## src/rtl/mac_pkg.sv

```systemverilog
// Shared types, constants and fixed-point helpers for the modulated allpass cascade.
package mac_pkg;

  // Sequencer states, one-hot.
  typedef enum logic [9:0] {
    S_IDLE = 10'b00_0000_0001,
    S_M1   = 10'b00_0000_0010,
    S_M2   = 10'b00_0000_0100,
    S_M3   = 10'b00_0000_1000,
    S_M4   = 10'b00_0001_0000,
    S_P1   = 10'b00_0010_0000,
    S_Y    = 10'b00_0100_0000,
    S_P2   = 10'b00_1000_0000,
    S_WR   = 10'b01_0000_0000,
    S_DONE = 10'b10_0000_0000
  } state_t;

  // 0.965 * 2^24, truncated.
  localparam logic signed [31:0] C965     = 32'sd16190013;
  // 2.0 in Q1.16 depth format.
  localparam logic [17:0]        DEPTH_ONE = 18'd131072;

  // Q.30 x Q.23 product back to Q.23, round half up.
  function automatic logic signed [63:0] rnd30(input logic signed [63:0] p);
    logic signed [63:0] t;
    t = p + 64'sd536870912;
    return t >>> 30;
  endfunction

  // Saturate to the 32-bit signed range.
  function automatic logic signed [31:0] sat32(input logic signed [63:0] v);
    logic signed [31:0] r;
    if (v > 64'sd2147483647) begin
      r = 32'sh7FFF_FFFF;
    end else if (v < -64'sd2147483648) begin
      r = 32'sh8000_0000;
    end else begin
      r = v[31:0];
    end
    return r;
  endfunction

  // Saturate to the 24-bit signed range.
  function automatic logic signed [23:0] sat24(input logic signed [31:0] v);
    logic signed [23:0] r;
    if (v > 32'sd8388607) begin
      r = 24'sh7F_FFFF;
    end else if (v < -32'sd8388608) begin
      r = 24'sh80_0000;
    end else begin
      r = v[23:0];
    end
    return r;
  endfunction

  // Coefficient from its 2^-41 sum: round to Q.30, clamp to [-2^30, 2^30 - 1].
  function automatic logic signed [30:0] coef_q30(input logic signed [47:0] acc);
    logic signed [47:0] t;
    logic signed [30:0] r;
    t = (acc + 48'sd1024) >>> 11;
    if (t > 48'sd1073741823) begin
      r = 31'sh3FFF_FFFF;
    end else if (t < -48'sd1073741824) begin
      r = 31'sh4000_0000;
    end else begin
      r = t[30:0];
    end
    return r;
  endfunction

endpackage

```

## src/rtl/mac_ram.sv

```systemverilog
// Generic single-write, single-read RAM with registered read data.
module mac_ram #(
  parameter int WIDTH = 32,
  parameter int DEPTH = 8,
  parameter int AW    = (DEPTH > 1) ? $clog2(DEPTH) : 1
) (
  input  logic             clk,
  input  logic             we,
  input  logic [AW-1:0]    waddr,
  input  logic [WIDTH-1:0] wdata,
  input  logic [AW-1:0]    raddr,
  output logic [WIDTH-1:0] rdata
);

  logic [WIDTH-1:0] mem [DEPTH];

  always_ff @(posedge clk) begin
    if (we) begin
      mem[waddr] <= wdata;
    end
    rdata <= mem[raddr];
  end

endmodule

```

## src/rtl/modulated_allpass_cascade.sv

```systemverilog
// Top level: modulated first-order allpass cascade over one shared multiplier.
//
//  channel | direction | handshake            | payload
//  --------+-----------+----------------------+------------------------------------------
//  in_     | input     | in_valid / in_ready  | sample_in, chan, mod_in, depth_in,
//          |           |                      | block_last
//  out_    | output    | out_valid/out_ready  | sample_out, block_last_out
//
// Sequence: a request runs S_M1 to S_M4, then S_P1, S_Y, S_P2 and S_WR for each section,
//   then S_DONE until the output is free; the single 32x32 multiplier sets the pace: two products
//   build the coefficient, then each section needs m*x and m*y.
// Reset: sequencer and output valid clear; per-entry valid bits make the section
//   state read as zero until written, so there is no clearing pass.
// Stalls: in_ready is high only while idle; a done result waits for a free output.
module modulated_allpass_cascade #(
  parameter int NUM_STAGES   = 4,
  parameter int NUM_CHANNELS = 2
) (
  input  logic               clk,
  input  logic               rst_n,
  input  logic               in_valid,
  output logic               in_ready,
  input  logic signed [23:0] in_sample_in,
  input  logic               in_chan,
  input  logic signed [15:0] in_mod_in,
  input  logic [16:0]        in_depth_in,
  input  logic               in_block_last,
  output logic               out_valid,
  input  logic               out_ready,
  output logic signed [23:0] out_sample_out,
  output logic               out_block_last_out
);
  import mac_pkg::*;

  localparam int DEPTH  = NUM_CHANNELS * NUM_STAGES;
  localparam int ADDR_W = (DEPTH > 1) ? $clog2(DEPTH) : 1;
  localparam int STG_W  = (NUM_STAGES > 1) ? $clog2(NUM_STAGES) : 1;

  state_t state_r, state_nxt;

  // Latched request
  logic signed [31:0] x_r;          // running section input, Q9.23
  logic               ch_r;         // channel, already reduced to the count
  logic signed [15:0] mod_r;
  logic [16:0]        depth_r;
  logic               last_r;

  // Datapath
  logic signed [63:0] prod_r;       // registered multiplier output
  logic signed [47:0] acc_r;        // coefficient sum, scale 2^-41
  logic signed [30:0] m_r;          // coefficient, Q.30
  logic signed [31:0] y_r;          // section output
  logic [STG_W-1:0]   stage_r;

  logic [DEPTH-1:0]   vld_r;        // state entry written since reset

  logic               out_valid_r;
  logic signed [23:0] out_sample_r;
  logic               out_last_r;

  logic signed [31:0] mul_a, mul_b;
  logic signed [63:0] mul_p;
  logic [ADDR_W-1:0]  addr;
  logic [31:0]        ram_rdata;
  logic signed [31:0] s_val;
  logic signed [31:0] ns_val;
  logic               ram_we;
  logic               last_stage;
  logic               out_free;

  assign in_ready           = (state_r == S_IDLE);
  assign out_valid          = out_valid_r;
  assign out_sample_out     = out_sample_r;
  assign out_block_last_out = out_last_r;
  assign out_free           = !out_valid_r || out_ready;
  assign last_stage         = (stage_r == STG_W'(NUM_STAGES - 1));

  // Entry of (channel, section): channel-major
  assign addr = ADDR_W'(stage_r) + (ch_r ? ADDR_W'(NUM_STAGES) : ADDR_W'(0));

  // Shared multiplier operand select
  always_comb begin
    mul_a = 32'sd0;
    mul_b = 32'sd0;
    unique case (state_r)
      S_M1: begin
        mul_a = 32'(mod_r);
        mul_b = $signed({15'd0, depth_r});
      end
      S_M2: begin
        mul_a = $signed({14'd0, DEPTH_ONE - {1'b0, depth_r}});
        mul_b = C965;
      end
      S_P1: begin
        mul_a = 32'(m_r);
        mul_b = x_r;
      end
      S_P2: begin
        mul_a = 32'(m_r);
        mul_b = y_r;
      end
      default: begin
        mul_a = 32'sd0;
        mul_b = 32'sd0;
      end
    endcase
  end

  assign mul_p = mul_a * mul_b;

  // Section state store
  assign ram_we = (state_r == S_WR);
  assign s_val  = vld_r[addr] ? $signed(ram_rdata) : 32'sd0;
  assign ns_val = sat32(64'(x_r) - rnd30(prod_r));

  mac_ram #(
    .WIDTH (32),
    .DEPTH (DEPTH)
  ) u_state_ram (
    .clk   (clk),
    .we    (ram_we),
    .waddr (addr),
    .wdata (ns_val),
    .raddr (addr),
    .rdata (ram_rdata)
  );

  // Sequencer
  always_comb begin
    state_nxt = state_r;
    unique case (state_r)
      S_IDLE:  if (in_valid) state_nxt = S_M1;
      S_M1:    state_nxt = S_M2;
      S_M2:    state_nxt = S_M3;
      S_M3:    state_nxt = S_M4;
      S_M4:    state_nxt = S_P1;
      S_P1:    state_nxt = S_Y;     // read for this entry issued here; data is used in S_Y
      S_Y:     state_nxt = S_P2;
      S_P2:    state_nxt = S_WR;
      S_WR:    state_nxt = last_stage ? S_DONE : S_P1;
      S_DONE:  if (out_free) state_nxt = S_IDLE;
      default: state_nxt = S_IDLE;
    endcase
  end

  always_ff @(posedge clk) begin
    if (!rst_n) begin
      state_r     <= S_IDLE;
      vld_r       <= '0;
      out_valid_r <= 1'b0;
      stage_r     <= '0;
    end else begin
      state_r <= state_nxt;
      if (ram_we) begin
        vld_r[addr] <= 1'b1;
      end
      if (state_r == S_IDLE) begin
        stage_r <= '0;
      end else if (state_r == S_WR) begin
        stage_r <= last_stage ? '0 : stage_r + 1'b1;
      end
      if (state_r == S_DONE && out_free) begin
        out_valid_r <= 1'b1;
      end else if (out_ready) begin
        out_valid_r <= 1'b0;
      end
    end
  end

  // Datapath registers, no reset
  always_ff @(posedge clk) begin
    prod_r <= mul_p;
    unique case (state_r)
      S_IDLE: begin
        if (in_valid) begin
          x_r     <= 32'(in_sample_in);
          ch_r    <= (NUM_CHANNELS > 1) ? in_chan : 1'b0;
          mod_r   <= in_mod_in;
          depth_r <= in_depth_in;
          last_r  <= in_block_last;
        end
      end
      S_M2:   acc_r <= prod_r[47:0] <<< 9;       // mod*depth*512
      S_M3:   acc_r <= acc_r - prod_r[47:0];     // minus (1-depth/2)*0.965 term
      S_M4:   m_r   <= coef_q30(acc_r);
      S_Y:    y_r   <= sat32(64'(s_val) + rnd30(prod_r));
      S_WR:   x_r   <= y_r;
      S_DONE: begin
        if (out_free) begin
          out_sample_r <= sat24(x_r);
          out_last_r   <= last_r;
        end
      end
      default: begin
      end
    endcase
  end

  // Checks
  a_state_onehot: assert property (@(posedge clk) disable iff (!rst_n)
    $onehot(state_r))
    else $error("sequencer state not one-hot");

  a_accept_starts: assert property (@(posedge clk) disable iff (!rst_n)
    (in_valid && in_ready) |=> (state_r == S_M1))
    else $error("accepted request did not start coefficient build");

  a_stage_range: assert property (@(posedge clk) disable iff (!rst_n)
    (stage_r <= STG_W'(NUM_STAGES - 1)))
    else $error("section counter out of range");

  a_out_from_done: assert property (@(posedge clk) disable iff (!rst_n)
    $rose(out_valid_r) |-> ($past(state_r) == S_DONE))
    else $error("result loaded outside the final state");

  a_no_accept_busy: assert property (@(posedge clk) disable iff (!rst_n)
    (state_r != S_IDLE) |-> !in_ready)
    else $error("ready raised while a request is in flight");

endmodule
```

## config.mk

```make
export PLATFORM = sky130hd
export DESIGN_NAME = modulated_allpass_cascade
export DESIGN_NICKNAME = d
export VERILOG_FILES = /design/src/rtl/mac_pkg.sv /design/src/rtl/mac_ram.sv /design/src/rtl/modulated_allpass_cascade.sv
export SDC_FILE = /design/constraint.sdc
export NUM_CORES = 2
export LEC_CHECK = 0
export BUFFER_PORTS_ARGS = -buffer_cell sky130_fd_sc_hd__buf_2
export CAP_MARGIN = 20
export CORE_ASPECT_RATIO = 1.5
export CORE_MARGIN = 3
export CORE_UTILIZATION = 30
export CTS_CLUSTER_DIAMETER = 30
export DETAILED_ROUTE_END_ITERATION = 6
export PLACE_DENSITY = 0.44
export SETUP_SLACK_MARGIN = 0.3
export SYNTH_ARGS = -nofsm -noshare
export SYNTH_HDL_FRONTEND = slang
export SYNTH_HIERARCHICAL = 1
export SYNTH_SLANG_ARGS = --single-unit
```

## constraint.sdc

```tcl
create_clock -name clk -period 11.35 [get_ports clk]
set_input_delay 0.5675 -clock clk [delete_from_list [all_inputs] [get_ports clk]]
set_output_delay 0.5675 -clock clk [all_outputs]
set_load 0.01 [all_outputs]
```

# Yosys cells after proc, flatten, opt, wreduce, memory -nomap -nowiden
# Memories as Yosys holds them, arrays and structs flattened. A register that Yosys moved wholly into a read port is not among the register bits.
# Cells that the tools add are included.
dict set report totals {
  output_inout_bits 27
  wordCells 88
  mem_count 1
  romBits 0
  ff_bits 288
  ramBits 256
  in_bits 63
  latch_bits 0
}
dict set report op_classes {
  add_sub_neg 8
  mux 25
  n_mul 1
  n_shift 0
  magnitude_cmp 10
  bitwise_logic 2
  reduce_logical 13
  div_mod_pow 0
  eq_ne 13
}
# name words width read_ports rd_ports_with_merged_regs wr line
set memory_table {}
lappend memory_table {u_state_ram.mem 8 32 1 1 1 mac_ram.sv:15} ;# logic [WIDTH-1:0] mem [DEPTH];
# cell n
set ops {}
lappend ops {{two-way mux 32 bit} 5}
lappend ops {{case mux 32 bit (4 select lines)} 1}
lappend ops {{case mux 10 bit (10 select lines)} 1}
lappend ops {{case mux 32 bit (3 select lines)} 1}
lappend ops {{case mux 48 bit (2 select lines)} 1}
lappend ops {{> comparator 35 x 32 -> 1 bit (second input constant)} 2}
lappend ops {{less-than comparator 35 x 32 -> 1 bit (second input constant)} 2}
lappend ops {{adder 64 x 31 -> 64 bit (second input constant)} 1}
lappend ops {{multiplier 32 x 32 -> 64 bit} 1}
lappend ops {{case mux 32 bit (2 select lines)} 1}
lappend ops {{adder 48 x 12 -> 48 bit (second input constant)} 1}
lappend ops {{subtractor 48 bit} 1}
lappend ops {{> comparator 37 x 31 -> 1 bit (second input constant)} 1}
lappend ops {{less-than comparator 37 x 31 -> 1 bit (second input constant)} 1}
lappend ops {{adder 32 x 34 -> 35 bit} 1}
lappend ops {{subtractor 32 x 34 -> 35 bit} 1}
lappend ops {{> comparator 32 x 24 -> 1 bit (second input constant)} 1}
lappend ops {{less-than comparator 32 x 24 -> 1 bit (second input constant)} 1}
lappend ops {{two-way mux 31 bit} 1}
lappend ops {{two-way mux 10 bit} 3}
lappend ops {{two-way mux 24 bit} 1}
lappend ops {{subtractor 18 x 17 -> 18 bit (first input constant)} 1}
lappend ops {{equality test 10 x 1 -> 1 bit (second input constant)} 1}
lappend ops {{equality test 10 bit (second input constant)} 1}
lappend ops {{27 further kinds} 40}

# Longest topological paths before layout
dict set report depth {
  word_depth 8
  mapped_depth 39
  ltp_nobuf 35
}

# Hierarchy
# The synthesis kept the hierarchy.
# module area_each_um2 instances cells_per_inst seq_area_each_um2
set by_module_without_submodules {}
lappend by_module_without_submodules {modulated_allpass_cascade 53588.9 1 5936 7797.5}
lappend by_module_without_submodules {mac_ram 10466.3 1 415 8328.0}

# Worst setup path before layout
# Ideal clock, no wire load.
dict set report synth_timing {
  path_kind {register to register}
  start {reg state_r[3]}
  end {reg prod_r[63]}
  arrival_time_ns 9.144
  period_less_slack_ns 9.267
  path_buffers 3
  required_ns 11.227
  setup_ns 0.123
  stages_incl_launch_ff 36
  slack_ns 2.083
  cell_sequence {dfxtp_1 > nor2_1 > nand2_1 > nor3_1 > nand2_1 > nor3b_2 > or2_1 > buf_2 > buf_2 > a21o_1 > clkbuf_1 > nand2_1 > inv_1 > fa_1 > fa_1 > fa_1 > fa_1 > inv_1 > fa_1 > inv_1 > fa_1 > inv_1 > fa_1 > inv_1 > fa_1 > ha_1 > a21o_1 > a21o_1 > a21oi_1 > nand2_1 > nand2_1 > o221ai_1 > o211ai_1 > a21oi_1 > o221ai_1 > xnor2_1}
}
dict set report synth_between {
  elab_chain_len 4
  word_cells_on_any_way 8
  classes_between {1 x mul; 4 x eq/ne; 2 x mux; 1 x reduce/logical}
}
# element line
set synth_lines {}
lappend synth_lines {{start: declaration} modulated_allpass_cascade.sv:39} ;# state_t state_r, state_nxt;
lappend synth_lines {{start signal: assignment} modulated_allpass_cascade.sv:153} ;# state_r <= state_nxt;
lappend synth_lines {{equality test 10 x 8 -> 1 bit or equality test 10 x 6 -> 1 bit (tied branches)} modulated_allpass_cascade.sv:85} ;# unique case (state_r)
lappend synth_lines {{OR reduction 2 bit (no line)} -}
lappend synth_lines {{case mux 32 bit (3 select lines)} modulated_allpass_cascade.sv:85}
lappend synth_lines {{multiplier 32 x 32 -> 64 bit *} modulated_allpass_cascade.sv:109} ;# assign mul_p = mul_a * mul_b;
lappend synth_lines {{net mul_p[63]} modulated_allpass_cascade.sv:62} ;# logic signed [63:0] mul_p;
lappend synth_lines {{end signal: assignment} modulated_allpass_cascade.sv:172} ;# prod_r <= mul_p;
lappend synth_lines {{end: declaration} modulated_allpass_cascade.sv:49} ;# logic signed [63:0] prod_r;
# Mark *: on every way through the listed nets, which the timed path passes. The rest lies on a longest branch.
# A chain may end at the register's enable or synchronous reset.

# Final worst setup path
dict set report layout_timing {
  start {reg state_r[2]}
  end {reg prod_r[46]}
}
# Same word-level chain as after synthesis.

==> metrics <==
CTS Buffer Depth=3; Power, Total=7.302 mW; worst reg2reg path depth=31; Worst EP required=11.96 ns; first-pass GRT wire length=334,000 um; Worst Setup SP=state_r[2]; clk sinks=576; Hold Path Depth=1; P per Cell Area=99.32 nW/um^2; Port Buffers=89; Worst Hold Class=in2reg; post-DR wirelength/cell=23.74 um; dominant synthesized flop cell=edfxtp_1; Register Area=16,130 um^2; Die H=571.9 um; number of routed nets with antenna violations=0; GRT Total Usage=20.71%; CTS tree=yes; Placer Congestion=0.8865; HP Start=in_depth_in[4]; Post-synth EDFFs=459; Worst-Margin Slew=1.122 ns; post-synthesis instance total=6,351; ys async rst share=0%; Yosys reg bits=576; Seq/Total Area, Yosys=25.17%; gr ovfl total=0; area occupied by multi-input gates=42,890 um^2; post-layout net count=7,910; status=finished, final reports clean; period utilization=93.60%; synth warn=6; vias after detailed routing=46,370; Syn Area/Cell=10.09 um^2; Total Wirelength=223,600 um; # rows=207; initial antenna violation count=13; crit path kind=reg2reg; layout cells sized above 1=9.452%; Detailed Place HPWL=182,400 um; slowest cell on the critical path=a211oi_1; Top Ports=90; First DRT Iteration DRCs=2,831; Sum Neg Setup Slack=0 ns; RSZ-0062 raised after global routing=false; Final Non-Filler Cells=9,418; VDD IR-drop max=0.0001528 V; Final min period=10.62 ns; Synthesized Nets=7,780; Die W=383.3 um; Detailed Routing Iterations Pass 1=6; fin. max-slew vios=0; relative slew slack=25.20%; Die ar.=219,200 um^2; placed insts=9,145; launching point of the worst reg2reg path=state_r[2]; Hold Fails Final Rpt=0; clock root buffer=clkbuf_16; Via density=4.924; Final setup violation count=0; number of CTS-inserted buffers=133; Clk pin slew, worst setup/hold paths=0.05 ns; Critical Path Most Common Cell=fa_1; data arrival time at the worst-slack endpoint=11.24 ns; Area Growth Syn to Fin=14.77%; Lkg Pwr=31.85 nW; total of max-cap violations=0; vias in the first global route=50,580; CP startpoint kind=flop; CTS H-Tree Depth=4; Synth cell types=88; crit-path max cell delay=0.76 ns; Post-Syn Area=64,060 um^2; core area=212,100 um^2; Max Fclk=94.13 MHz; fill count=21,690; largest net degree at the start of global routing=93; starting density of the core=30.20%; clock skew=0.05451 ns; hold_ws=0.06139 ns; CP endpoint kind=flop; crit-path max FO=20; drc violations=0; worst-skew pair later-pin latency=0.77 ns
registers in the layout, summed over array words and instances, names as in the netlist, 17 cells and up:
register,count
u_state_ram/mem,256
prod_r,64
acc_r,48
u_state_ram/rdata,32
x_r,32
y_r,32
m_r,31
out_sample_out,24
depth_r,17
final cells by class:
cell class                      count  area share (%)
Antenna cell                        6         0.02042
Clock buffer                      146           4.708
Clock inverter                     99           1.908
Inverter                         1101           5.627
Multi-Input combinational cell   4395           58.35
Sequential cell                   576           21.94
Tap cell                         2821           4.801
Timing Repair Buffer              274           2.647
worst paths after layout:
kind	end	slack [ns]
min reg2reg	out_block_last_out	0.42
min	depth_r[4]	0.06
max reg2reg	prod_r[46]	0.73
max	prod_r[46]	0.73
kinds of logic after synthesis:
group,synth area share (%)
flops,25.17
simple gates,12.38
fa+ha+maj,39.14
buf+inv,8.261
compound gates,8.575
mux,3.159
xor+xnor,3.309
where the power goes:
group / internal [mW] / switching, mW / leakage, nW
combinational: 0.226 / 0.500 / 24.5
clock: 2.69 / 1.39 / 2.34
sequential: 2.42 / 0.0622 / 5.03
per-layer routing:
metal  wire length (um)  share of wire (%)  GRT usage (%)
met1              85510                 38          24.19
met2             115900                 52          37.53
met3              10060                4.5          2.650
met4              12110                5.4          9.555
met5                 13             0.0058              0
layout by cell type (no fill, tap or decap), types with 29 or more instances in the layout:
| cell type | synthesis | final |
|---|---|---|
| inv_1 | 1100 | 1099 |
| o21a_1 | 60 | 59 |
| a22oi_1 | 32 | 29 |
| ha_1 | 303 | 303 |
| o21ai_1 | 52 | 50 |
| o21ai_0 | 133 | 133 |
| clkbuf_16 | 0 | 136 |
| a21oi_1 | 198 | 191 |
| nor2_1 | 548 | 542 |
| fa_1 | 1063 | 1063 |
| nand2b_1 | 38 | 38 |
| nand2_1 | 886 | 884 |
| xnor2_1 | 143 | 143 |
| nand3_1 | 74 | 74 |
| and2_1 | 31 | 29 |
| buf_4 | 4 | 161 |
| mux2_2 | 33 | 33 |
| dfxtp_1 | 117 | 115 |
| mux4_1 | 40 | 40 |
| and3_1 | 51 | 51 |
| xor2_1 | 99 | 99 |
| nor2b_1 | 56 | 55 |
| a21o_1 | 148 | 148 |
| buf_2 | 35 | 89 |
| nor3_1 | 52 | 50 |
| edfxtp_1 | 459 | 459 |
timing repair:
item	4_1_cts	5_1_grt
setup buffers	0	3
endpoints found under the hold margin	16	0
resized for setup	0	8
endpoints found under the setup margin	0	14
hold buffers	16	0
synthesized netlist by cell type, drive strengths merged, types with 8 or more instances:
cell type / instances / area share, %
and2: 31 / 0.30
o21a: 60 / 0.70
nor3b: 18 / 0.22
dfxtp: 117 / 3.7
nand3: 74 / 0.58
nand2: 886 / 5.2
a31oi: 29 / 0.28
nor3: 55 / 0.45
ha: 303 / 5.9
clkbuf: 218 / 1.3
a221oi: 11 / 0.18
buf: 61 / 0.53
o21bai: 22 / 0.26
and3: 51 / 0.50
or4: 8 / 0.094
o31ai: 14 / 0.20
a21o: 148 / 1.7
a22oi: 32 / 0.38
inv: 1100 / 6.4
o21ai: 185 / 1.4
a22o: 13 / 0.18
xnor2: 143 / 2.0
edfxtp: 459 / 22
nand2b: 38 / 0.37
nand4: 24 / 0.23
nor2: 548 / 3.2
a21oi: 198 / 1.5
a31o: 9 / 0.12
mux4: 64 / 2.5
and4: 10 / 0.14
mux2: 33 / 0.58
nor4: 16 / 0.16
xor2: 99 / 1.4
or2: 8 / 0.078
or3: 11 / 0.11
nor2b: 56 / 0.55
a221o: 10 / 0.16
a211oi: 22 / 0.26
fa: 1063 / 33
o211ai: 18 / 0.22
critical path, delay by kind of cell (launching register included):
kind            cells  cell delay [ns]
xor+xnor            1             0.38
flops               1             0.37
compound gates      6             2.17
buf+inv             6             1.09
simple gates        9             2.03
fa+ha+maj           9             4.39
metrics by stage:
| step | setup WS, ns | utilization, % | instance area [um^2] |
|---|---|---|---|
| floorplan | 2.083 | - | 64060 |
| global placement | 0.6415 | 32.21 | 68320 |
| detailed placement | 0.6332 | 32.24 | 68380 |
| CTS | 0.5364 | 34.60 | 73400 |
| global route | 0.3321 | 34.65 | 73510 |
| finish | 0.7269 | 34.66 | 73510 |
Note: power is estimated with default switching activity, not from simulation.
